$ cat config.mk
export PLATFORM = sky130hd
export DESIGN_NAME = fast_walsh_hadamard_transform
export DESIGN_NICKNAME = d
export VERILOG_FILES = /design/src/fwht_pkg.sv /design/src/fwht_ctrl.sv /design/src/fwht_dp.sv /design/src/fast_walsh_hadamard_transform.sv
export VERILOG_INCLUDE_DIRS = /design/src /design/src/src
export SDC_FILE = /design/constraint.sdc
export NUM_CORES = 2
export LEC_CHECK = 0
export BUFFER_PORTS_ARGS = -buffer_cell sky130_fd_sc_hd__buf_4
export CAP_MARGIN = 20
export CORE_UTILIZATION = 57
export CTS_CLUSTER_SIZE = 14
export DETAILED_ROUTE_END_ITERATION = 7
export GPL_TIMING_DRIVEN = 0
export PLACE_DENSITY = 0.73
export SETUP_SLACK_MARGIN = 0.15
export SLEW_MARGIN = 20
export SYNTH_ARGS = -nofsm -noshare
export SYNTH_HDL_FRONTEND = slang
export SYNTH_SLANG_ARGS = --single-unit
$ cat constraint.sdc
create_clock -name i_clk -period 5.5 [get_ports i_clk]
set_clock_uncertainty 0.1 [all_clocks]
set_input_delay 0.825 -clock i_clk [delete_from_list [all_inputs] [get_ports i_clk]]
set_output_delay 0.825 -clock i_clk [all_outputs]
set_load 0.005 [all_outputs]
$ cat src/fast_walsh_hadamard_transform_assert.svh
// Assertion macros shared by the transform modules.
// Each macro expects i_clk and i_rst_n in the scope where it is used.
`ifndef FAST_WALSH_HADAMARD_TRANSFORM_ASSERT_SVH
`define FAST_WALSH_HADAMARD_TRANSFORM_ASSERT_SVH

// The condition implies the property in the same cycle.
`define FWHT_ASSERT_IMP(lbl, cond, prop) \
    lbl: assert property (@(posedge i_clk) disable iff (!i_rst_n) (cond) |-> (prop)) \
        else $error("fwht: same-cycle check failed");

// The condition implies the property in the following cycle.
`define FWHT_ASSERT_NXT(lbl, cond, prop) \
    lbl: assert property (@(posedge i_clk) disable iff (!i_rst_n) (cond) |=> (prop)) \
        else $error("fwht: next-cycle check failed");

`endif

$ cat src/fwht_pkg.sv
`default_nettype none

package fwht_pkg;

    // Coefficient width: 16-bit samples grown by up to six butterfly stages.
    localparam int COEF_W = 22;

    // Width of the length exponent register and its value after reset.
    localparam int CFG_W = 3;
    localparam logic [CFG_W-1:0] LOG_LENGTH_RESET = 3'd6;

    // Register index decoded from paddr[2].
    localparam logic REG_LOG_LENGTH = 1'b0;

    // Commands from the controller to the datapath for one cycle.
    typedef struct packed {
        logic load_we;   // write the accepted sample at index a
        logic bf_rd;     // read the butterfly pair (a, b)
        logic emit_rd;   // read coefficient a for output
        logic last;      // the emitted coefficient is the final one
    } t_cmd;

endpackage

`default_nettype wire

$ cat src/fwht_ctrl.sv
`default_nettype none

module fwht_ctrl #(
    parameter int LOG2_MAX_LENGTH = 6
) (
    input  wire logic                           i_clk,
    input  wire logic                           i_rst_n,
    input  wire logic [fwht_pkg::CFG_W-1:0]     i_log_length,
    input  wire logic                           i_cfg_wr,
    input  wire logic                           i_in_valid,
    output logic                                o_in_ready,
    input  wire logic                           i_issue_ok,
    output fwht_pkg::t_cmd                      o_cmd,
    output logic [LOG2_MAX_LENGTH-1:0]          o_idx_a,
    output logic [LOG2_MAX_LENGTH-1:0]          o_idx_b
);
    import fwht_pkg::*;

    `include "fast_walsh_hadamard_transform_assert.svh"

    localparam int L  = LOG2_MAX_LENGTH;
    localparam int PW = (L > 1) ? L - 1 : 1;
    localparam int SW = (L > 1) ? $clog2(L) : 1;
    localparam logic [CFG_W-1:0] LMAX = CFG_W'(LOG2_MAX_LENGTH);

    typedef enum logic [1:0] {
        ST_LOAD,
        ST_BFLY,
        ST_GAP,
        ST_EMIT
    } t_state;

    t_state          r_state, n_state;
    logic [L-1:0]    r_cnt, n_cnt;
    logic [PW-1:0]   r_pair, n_pair;
    logic [SW-1:0]   r_stage, n_stage;

    logic [CFG_W-1:0] eff_log;
    logic [L-1:0]     len_mask;
    logic             cnt_last;
    logic             pair_last;
    logic             stage_last;
    logic [L-1:0]     pair_ext;
    logic [L-1:0]     low_mask;
    logic [L-1:0]     idx_j;
    logic [L-1:0]     idx_k;

    // Clamp the configured exponent to the supported range.
    always_comb begin
        if (i_log_length == '0) begin
            eff_log = CFG_W'(1);
        end else if (i_log_length > LMAX) begin
            eff_log = LMAX;
        end else begin
            eff_log = i_log_length;
        end
    end

    // Vector length minus one, and the end-of-loop flags.
    assign len_mask   = ~({L{1'b1}} << eff_log);
    assign cnt_last   = (r_cnt == len_mask);
    assign pair_last  = (r_pair == PW'(len_mask >> 1));
    assign stage_last = (r_stage == SW'(eff_log - CFG_W'(1)));

    // Butterfly indices: insert a zero at the stage bit of the pair number.
    assign pair_ext = L'(r_pair);
    assign low_mask = ~({L{1'b1}} << r_stage);
    assign idx_j    = ((pair_ext & ~low_mask) << 1) | (pair_ext & low_mask);
    assign idx_k    = idx_j | (L'(1) << r_stage);

    assign o_idx_a = (r_state == ST_BFLY) ? idx_j : r_cnt;
    assign o_idx_b = idx_k;

    // Commands for the datapath.
    assign o_in_ready    = (r_state == ST_LOAD);
    assign o_cmd.load_we = (r_state == ST_LOAD) && i_in_valid;
    assign o_cmd.bf_rd   = (r_state == ST_BFLY) && i_issue_ok;
    assign o_cmd.emit_rd = (r_state == ST_EMIT) && i_issue_ok;
    assign o_cmd.last    = (r_state == ST_EMIT) && i_issue_ok && cnt_last;

    // Sequencing: load, butterfly stages with a gap after each, emit.
    always_comb begin
        n_state = r_state;
        n_cnt   = r_cnt;
        n_pair  = r_pair;
        n_stage = r_stage;
        unique case (r_state)
            ST_LOAD: begin
                if (i_in_valid) begin
                    if (cnt_last) begin
                        n_cnt   = '0;
                        n_pair  = '0;
                        n_stage = '0;
                        n_state = ST_BFLY;
                    end else begin
                        n_cnt = r_cnt + L'(1);
                    end
                end
            end
            ST_BFLY: begin
                if (i_issue_ok) begin
                    if (pair_last) begin
                        n_pair  = '0;
                        n_state = ST_GAP;
                    end else begin
                        n_pair = r_pair + PW'(1);
                    end
                end
            end
            ST_GAP: begin
                if (stage_last) begin
                    n_cnt   = '0;
                    n_state = ST_EMIT;
                end else begin
                    n_stage = r_stage + SW'(1);
                    n_state = ST_BFLY;
                end
            end
            ST_EMIT: begin
                if (i_issue_ok) begin
                    if (cnt_last) begin
                        n_cnt   = '0;
                        n_state = ST_LOAD;
                    end else begin
                        n_cnt = r_cnt + L'(1);
                    end
                end
            end
            default: begin
                n_state = ST_LOAD;
            end
        endcase
        // A register write discards any partial vector.
        if (i_cfg_wr) begin
            n_state = ST_LOAD;
            n_cnt   = '0;
        end
    end

    // State and counters.
    always_ff @(posedge i_clk) begin
        if (!i_rst_n) begin
            r_state <= ST_LOAD;
            r_cnt   <= '0;
            r_pair  <= '0;
            r_stage <= '0;
        end else begin
            r_state <= n_state;
            r_cnt   <= n_cnt;
            r_pair  <= n_pair;
            r_stage <= n_stage;
        end
    end

    // At most one kind of command in a cycle.
    `FWHT_ASSERT_IMP(a_cmd_excl, 1'b1, $onehot0({o_cmd.load_we, o_cmd.bf_rd, o_cmd.emit_rd}))
    // The last read of a stage is followed by an idle cycle so its write lands first.
    `FWHT_ASSERT_NXT(a_stage_gap, o_cmd.bf_rd && pair_last, !o_cmd.bf_rd && !o_cmd.emit_rd)
    // The final flag only travels with an emit read.
    `FWHT_ASSERT_IMP(a_last_emit, o_cmd.last, o_cmd.emit_rd)

endmodule

`default_nettype wire

$ cat src/fwht_dp.sv
`default_nettype none

module fwht_dp #(
    parameter int LOG2_MAX_LENGTH = 6,
    parameter int SAMPLE_WIDTH    = 16
) (
    input  wire logic                                   i_clk,
    input  wire logic                                   i_rst_n,
    input  wire fwht_pkg::t_cmd                         i_cmd,
    input  wire logic [LOG2_MAX_LENGTH-1:0]             i_idx_a,
    input  wire logic [LOG2_MAX_LENGTH-1:0]             i_idx_b,
    input  wire logic signed [SAMPLE_WIDTH-1:0]         i_sample,
    output logic                                        o_issue_ok,
    output logic                                        o_out_valid,
    input  wire logic                                   i_out_stall,
    output logic signed [fwht_pkg::COEF_W-1:0]          o_coefficient,
    output logic                                        o_last
);
    import fwht_pkg::*;

    `include "fast_walsh_hadamard_transform_assert.svh"

    localparam int L    = LOG2_MAX_LENGTH;
    localparam int BA_W = (L > 1) ? L - 1 : 1;
    localparam int BD   = 2 ** BA_W;

    // Two banks split by index parity; a butterfly pair always spans both.
    logic signed [COEF_W-1:0] mem0 [BD];
    logic signed [COEF_W-1:0] mem1 [BD];

    logic                     par_a;
    logic [BA_W-1:0]          addr_a;
    logic [BA_W-1:0]          addr_b;
    logic [BA_W-1:0]          raddr0;
    logic [BA_W-1:0]          raddr1;
    logic                     out_adv;
    logic                     s1_free;

    logic                     r_s1_bf;
    logic                     r_s1_emit;
    logic                     r_s1_last;
    logic                     r_s1_sel;
    logic [BA_W-1:0]          r_s1_addr_j;
    logic [BA_W-1:0]          r_s1_addr_k;
    logic signed [COEF_W-1:0] r_rd0;
    logic signed [COEF_W-1:0] r_rd1;

    logic signed [COEF_W-1:0] op_a;
    logic signed [COEF_W-1:0] op_b;
    logic signed [COEF_W-1:0] bf_sum;
    logic signed [COEF_W-1:0] bf_diff;
    logic signed [COEF_W-1:0] load_data;
    logic                     we0;
    logic                     we1;
    logic [BA_W-1:0]          waddr0;
    logic [BA_W-1:0]          waddr1;
    logic signed [COEF_W-1:0] wdata0;
    logic signed [COEF_W-1:0] wdata1;

    logic                     r_out_valid;
    logic signed [COEF_W-1:0] r_out_coef;
    logic                     r_out_last;

    // Bank select and in-bank address of each index.
    assign par_a  = ^i_idx_a;
    assign addr_a = BA_W'(i_idx_a >> 1);
    assign addr_b = BA_W'(i_idx_b >> 1);

    // An emit read waiting in stage one blocks new reads until the output moves.
    assign out_adv    = !r_out_valid || !i_out_stall;
    assign s1_free    = !r_s1_emit || out_adv;
    assign o_issue_ok = s1_free;

    // Read addresses: a butterfly splits the pair across the banks.
    assign raddr0 = (i_cmd.bf_rd && par_a) ? addr_b : addr_a;
    assign raddr1 = (i_cmd.bf_rd && !par_a) ? addr_b : addr_a;

    // Butterfly on the registered read data.
    assign op_a    = r_s1_sel ? r_rd1 : r_rd0;
    assign op_b    = r_s1_sel ? r_rd0 : r_rd1;
    assign bf_sum  = op_a + op_b;
    assign bf_diff = op_a - op_b;

    assign load_data = COEF_W'(i_sample);

    // Write ports: the butterfly result, else an incoming sample.
    always_comb begin
        if (r_s1_bf) begin
            we0    = 1'b1;
            we1    = 1'b1;
            waddr0 = r_s1_sel ? r_s1_addr_k : r_s1_addr_j;
            waddr1 = r_s1_sel ? r_s1_addr_j : r_s1_addr_k;
            wdata0 = r_s1_sel ? bf_diff : bf_sum;
            wdata1 = r_s1_sel ? bf_sum : bf_diff;
        end else begin
            we0    = i_cmd.load_we && !par_a;
            we1    = i_cmd.load_we && par_a;
            waddr0 = addr_a;
            waddr1 = addr_a;
            wdata0 = load_data;
            wdata1 = load_data;
        end
    end

    // Bank memories with registered reads.
    always_ff @(posedge i_clk) begin
        if (we0) begin
            mem0[waddr0] <= wdata0;
        end
        if (s1_free) begin
            r_rd0 <= mem0[raddr0];
        end
    end

    always_ff @(posedge i_clk) begin
        if (we1) begin
            mem1[waddr1] <= wdata1;
        end
        if (s1_free) begin
            r_rd1 <= mem1[raddr1];
        end
    end

    // Stage one control, alongside the read data.
    always_ff @(posedge i_clk) begin
        if (!i_rst_n) begin
            r_s1_bf   <= 1'b0;
            r_s1_emit <= 1'b0;
        end else if (s1_free) begin
            r_s1_bf   <= i_cmd.bf_rd;
            r_s1_emit <= i_cmd.emit_rd;
        end
    end

    always_ff @(posedge i_clk) begin
        if (s1_free) begin
            r_s1_last   <= i_cmd.last;
            r_s1_sel    <= par_a;
            r_s1_addr_j <= addr_a;
            r_s1_addr_k <= addr_b;
        end
    end

    // Output register.
    always_ff @(posedge i_clk) begin
        if (!i_rst_n) begin
            r_out_valid <= 1'b0;
        end else if (out_adv) begin
            r_out_valid <= r_s1_emit;
        end
    end

    always_ff @(posedge i_clk) begin
        if (out_adv) begin
            r_out_coef <= r_s1_sel ? r_rd1 : r_rd0;
            r_out_last <= r_s1_last;
        end
    end

    assign o_out_valid   = r_out_valid;
    assign o_coefficient = r_out_coef;
    assign o_last        = r_out_last;

    // A stalled emit keeps its read data until the output register takes it.
    `FWHT_ASSERT_NXT(a_s1_hold, r_s1_emit && r_out_valid && i_out_stall,
                     r_s1_emit && $stable(r_rd0) && $stable(r_rd1))
    // Stage one never holds a butterfly and an emit together.
    `FWHT_ASSERT_IMP(a_s1_excl, 1'b1, !(r_s1_bf && r_s1_emit))

endmodule

`default_nettype wire

$ cat src/fast_walsh_hadamard_transform.sv
// A vector's N samples load first, then log2(N) butterfly stages run, each with a gap
// state after it, on the single butterfly unit over two parity-split memory banks.
// Coefficients pass the stage-one read register and the output register, one per cycle
// unless i_out_stall holds them; input stalls until the last coefficient read issues.
// Reset (i_rst_n low, synchronous) empties the pipeline, clears the sample count and
// sets log_length to 6; the work buffer holds no defined value until loaded.
`default_nettype none

module fast_walsh_hadamard_transform #(
    parameter int LOG2_MAX_LENGTH = 6,
    parameter int SAMPLE_WIDTH    = 16
) (
    input  wire logic                               i_clk,
    input  wire logic                               i_rst_n,
    // Configuration port
    input  wire logic                               psel,
    input  wire logic                               penable,
    input  wire logic                               pwrite,
    input  wire logic [2:0]                         paddr,
    input  wire logic [31:0]                        pwdata,
    output logic [31:0]                             prdata,
    output logic                                    pready,
    // Sample input
    input  wire logic                               i_in_valid,
    output logic                                    o_in_stall,
    input  wire logic signed [SAMPLE_WIDTH-1:0]     i_sample,
    // Coefficient output
    output logic                                    o_out_valid,
    input  wire logic                               i_out_stall,
    output logic signed [fwht_pkg::COEF_W-1:0]      o_coefficient,
    output logic                                    o_last
);
    import fwht_pkg::*;

    logic [CFG_W-1:0]             r_log_length;
    logic                         cfg_wr;
    logic                         in_ready;
    logic                         issue_ok;
    t_cmd                         cmd;
    logic [LOG2_MAX_LENGTH-1:0]   idx_a;
    logic [LOG2_MAX_LENGTH-1:0]   idx_b;

    // Register write and readback; the port never waits.
    assign pready = 1'b1;
    assign cfg_wr = psel && penable && pwrite && (paddr[2] == REG_LOG_LENGTH);

    always_comb begin
        if (paddr[2] == REG_LOG_LENGTH) begin
            prdata = {{(32 - CFG_W){1'b0}}, r_log_length};
        end else begin
            prdata = '0;
        end
    end

    always_ff @(posedge i_clk) begin
        if (!i_rst_n) begin
            r_log_length <= LOG_LENGTH_RESET;
        end else if (cfg_wr) begin
            r_log_length <= pwdata[CFG_W-1:0];
        end
    end

    assign o_in_stall = !in_ready;

    // Sequencer.
    fwht_ctrl #(
        .LOG2_MAX_LENGTH (LOG2_MAX_LENGTH)
    ) u_ctrl (
        .i_clk        (i_clk),
        .i_rst_n      (i_rst_n),
        .i_log_length (r_log_length),
        .i_cfg_wr     (cfg_wr),
        .i_in_valid   (i_in_valid),
        .o_in_ready   (in_ready),
        .i_issue_ok   (issue_ok),
        .o_cmd        (cmd),
        .o_idx_a      (idx_a),
        .o_idx_b      (idx_b)
    );

    // Memory banks, butterfly and output register.
    fwht_dp #(
        .LOG2_MAX_LENGTH (LOG2_MAX_LENGTH),
        .SAMPLE_WIDTH    (SAMPLE_WIDTH)
    ) u_dp (
        .i_clk         (i_clk),
        .i_rst_n       (i_rst_n),
        .i_cmd         (cmd),
        .i_idx_a       (idx_a),
        .i_idx_b       (idx_b),
        .i_sample      (i_sample),
        .o_issue_ok    (issue_ok),
        .o_out_valid   (o_out_valid),
        .i_out_stall   (i_out_stall),
        .o_coefficient (o_coefficient),
        .o_last        (o_last)
    );

endmodule

`default_nettype wire

==> flow_summary.json <==
{
  "hpwl_mm": 117,
  "wl_per_cell_um": 29.4,
  "worst_ep_arrival_time_ns": 5.67,
  "nFillCells": 7087,
  "setup_viol": 0,
  "seqCellArea_mm2": 0.0451,
  "slowest_delay_ns": 0.59,
  "p_leak_nw": 24.0,
  "io_buffer_count": 54,
  "synth_top_family_by_area": "multiplexers",
  "synth.distinct_cells": 68,
  "p_switching_w": 0.00640,
  "die_w_um": 334,
  "slew_viol_final": 6,
  "cts-root-buf": "clkbuf_16",
  "first_pass_iters": 7,
  "switching_share_pct": 25.1,
  "clk_path_buf_depth": 3,
  "violations": "capacitance limit, slew limit",
  "core_mm2": 0.109,
  "worstSetupStartpointType": "flip-flop",
  "syn_inst": 4164,
  "grt_use_total_pct": 31.4,
  "grt_max_degree": 47,
  "pwr-share-seq_pct": 50.3,
  "clockPowerShare_pct": 37.5,
  "gp_congestion": 0.958,
  "ir_drop_uv": 269,
  "crit_buf_inv": 3,
  "path_cells": "inv_1 -> ha_1 -> or4b_1 -> o311ai_1 -> o31ai_4 -> xor2_4 -> xor2_4 -> a31oi_2 -> clkbuf_2 -> clkbuf_1 -> nand2_1 -> a32oi_1 -> nand4_1 -> nor4_2",
  "worstPathRequired_ns": 5.87,
  "cp_top_family": "simple AND/OR/NAND/NOR gates",
  "synth.most_common_cell": "edfxtp_1",
  "drt_iter0_drc": 6328,
  "worstPathMaxFanout": 10,
  "rsz0062_at_grt": "yes",
  "crit_top_cell": "xor2_4",
  "timing.fmax_mhz": 188,
  "synthArstFlopShare_pct": 0,
  "area_growth_pct": 16.9,
  "design_power_total_w": 0.0255,
  "die_height_um": 334,
  "dieArea_mm2": 0.111,
  "netlist_area_mm2": 0.0627,
  "yosysSeqAreaShare_pct": 71.9,
  "htreeDepth": 4,
  "clk-insertion-delay-late_ns": 0.78,
  "yosys.area.top_type": "edfxtp_1",
  "internal_power_w": 0.0191,
  "yosysWarnings": 0,
  "initial_core_util_pct": 57.5,
  "p_comb_share_pct": 12.2,
  "synth_edf_count": 1487,
  "drc": 0,
  "grt_pass1_wl_mm": 250,
  "synth_adder_area_share_pct": 1.12,
  "power_density_mw_per_mm2": 348,
  "synth_compound_area_share_pct": 8.02,
  "cts.sinks": 1509,
  "finalCritPeriodShare_pct": 96.5,
  "final_cells": 6041,
  "status": "finished with violations",
  "drive_above_1_share_pct": 20.3,
  "wl_mm": 178,
  "ys_seq_elements": 1509,
  "synth_top_area_share_pct": 71.2,
  "layout_min_cycle_time_ns": 5.31,
  "cts_tree": "built",
  "hold_viol": 0,
  "avgSynthCellArea_um2": 15.1,
  "hold_class": "in -> reg",
  "pin_count": 116,
  "synth_top_flop_cell": "edfxtp_1",
  "grt_pass1_vias": 37200,
  "antenna_found_initial": 16,
  "synth_common_cells": "edfxtp_1, nand2_1, nor2_1",
  "multi_input_area_mm2": 0.0177,
  "cts_buffers": 146,
  "placedCellCount": 5733,
  "synth-simple-area-share_pct": 6.54,
  "maxCapViolations": 1,
  "slew-limit-headroom_pct": -9.46,
  "dpl_cell_area_mm2": 0.0676,
  "clkTransAtPathRegs_ns": 0.06,
  "vias_per_cell": 6.54,
  "cp_slowest_cell": "nor4_2",
  "critPathCaptureType": "flip-flop",
  "grt_overflow": 0,
  "ant_nets": 0,
  "fin_nets": 4629,
  "worst_slew_pin_slew_ns": 1.64,
  "final_area_mm2": 0.0733,
  "num_rows": 121,
  "muxShareOfSynthArea_pct": 8.97,
  "path_class": "reg -> reg",
  "ys_top_cells_by_area": "edfxtp_1, mux2i_1, mux2_2",
  "synth-xor-area-share_pct": 0.966,
  "num_vias": 39500
}
## worst min-delay path, cell delays in order
cell and delay (ns):
buf_4 0.07, o21ai_0 0.08, nand2_1 0.07
## stage by stage
| stage | setup TNS, ns | hold slack, ns | utilization (%) | setup slack [ns] |
|---|---|---|---|---|
| after floorplan | 0 | 0.300 | - | 0.114 |
| after detailed placement | -1060.26 | 0.329 | 62.0 | -1.75 |
| after CTS | 0 | 0.181 | 66.8 | 0.118 |
| final | 0 | 0.221 | 67.2 | 0.194 |
| after global placement | -2716.42 | 0.343 | 59.7 | -3.46 |
| after global routing | 0 | 0.214 | 67.2 | 0.0715 |
## cells in the final DEF (no fill, tap or decap), drive strengths merged, types with 5 or more instances in the layout
| cell | count |
|---|---|
| edfxtp | 1487 |
| nand2 | 443 |
| nor2 | 330 |
| mux2i | 327 |
| clkbuf | 319 |
| buf | 306 |
| mux2 | 205 |
| a21oi | 141 |
| o21ai | 125 |
| o22ai | 111 |
| a22oi | 92 |
| a32o | 91 |
| a32oi | 90 |
| inv | 66 |
| clkinv | 61 |
| ha | 53 |
| nor4 | 46 |
| xnor2 | 43 |
| conb | 30 |
| nand4 | 28 |
| nor2b | 23 |
| and3 | 23 |
| dfxtp | 22 |
| xor2 | 21 |
| a21o | 20 |
| nand2b | 15 |
| o21bai | 12 |
| nand3 | 11 |
| nor3 | 9 |
| a31oi | 9 |
| o21a | 6 |
| bufinv | 6 |
| and2 | 5 |
## kinds of logic after synthesis
kind of cell	count (synthesis)
DFF	1509
and+or+nand+nor	945
AOI/OAI and AO/OA	723
muxes	532
buffers and inverters	334
xor gates and xnor gates	64
adders and majority gates	55
other	2
## layer usage
| metal | up-vias | wire, um | share of wire (%) | track usage, % |
|---|---|---|---|---|
| li1 | 16700 | - | - | - |
| met1 | 19600 | 67400 | 38 | 45.0 |
| met2 | 2725 | 78900 | 44 | 46.6 |
| met3 | 433 | 23700 | 13 | 7.13 |
| met4 | 4 | 7820 | 4.4 | 12.8 |
| met5 | - | 27 | 0.015 | 0 |
## final cells by class
| class | instances | area share [%] |
|---|---|---|
| Timing Repair Buffer | 167 | 3.56 |
| Clock inverter | 74 | 0.918 |
| Tap cell | 1414 | 2.41 |
| Sequential cell | 1509 | 61.5 |
| Buffer | 274 | 1.88 |
| Antenna cell | 1 | 0.00341 |
| Multi-Input combinational cell | 2358 | 24.2 |
| Clock buffer | 184 | 5.22 |
| Inverter | 60 | 0.307 |
## repair_timing
item | in CTS | in global routing
hold buffers | 0 | 0
endpoints found under the setup margin | 1118 | 454
setup buffers | 27 | 12
gates cloned | 8 | 1
pin swaps | 17 | 8
resized for setup | 78 | 75
## power groups by stage
stage | combinational (W) | sequential [W] | clock [W]
floorplan | 0.00165 | 0.0131 | 0
global placement | 0.00237 | 0.0131 | 0
detailed placement | 0.00265 | 0.0131 | 0
CTS | 0.00291 | 0.0128 | 0.00957
global route | 0.00325 | 0.0128 | 0.0100
finish | 0.00311 | 0.0128 | 0.00955
## final timing paths
kind / from / to / slack, ns / cells after the start
worst max-delay path: u_ctrl.r_stage[0] / u_dp.r_rd0[1] / 0.19 / 14
worst min-delay path: pwdata[1] / r_log_length[1] / 0.22 / 3
worst max register to register: u_ctrl.r_stage[0] / u_dp.r_rd0[1] / 0.19 / 14
worst min register to register: u_dp.r_s1_last / u_dp.o_last / 0.34 / 0
## state kept, by name, summed over array words and instances, names as in the netlist
signal and count:
u_dp.mem1 704, u_dp.r_rd0 22, u_dp.o_coefficient 22, u_dp.r_s1_addr_k 5, u_dp.r_s1_last 1, u_dp.o_out_valid 1, u_ctrl.r_cnt 6, u_dp.r_s1_bf 1
r_log_length 3, u_ctrl.r_stage 3, u_dp.o_last 1, u_dp.r_s1_sel 1, u_dp.r_s1_addr_j 5, u_ctrl.r_state 2, u_dp.mem0 704, u_dp.r_s1_emit 1
u_dp.r_rd1 22, u_ctrl.r_pair 5
No activity file was read; power rests on OpenSTA's default activity.
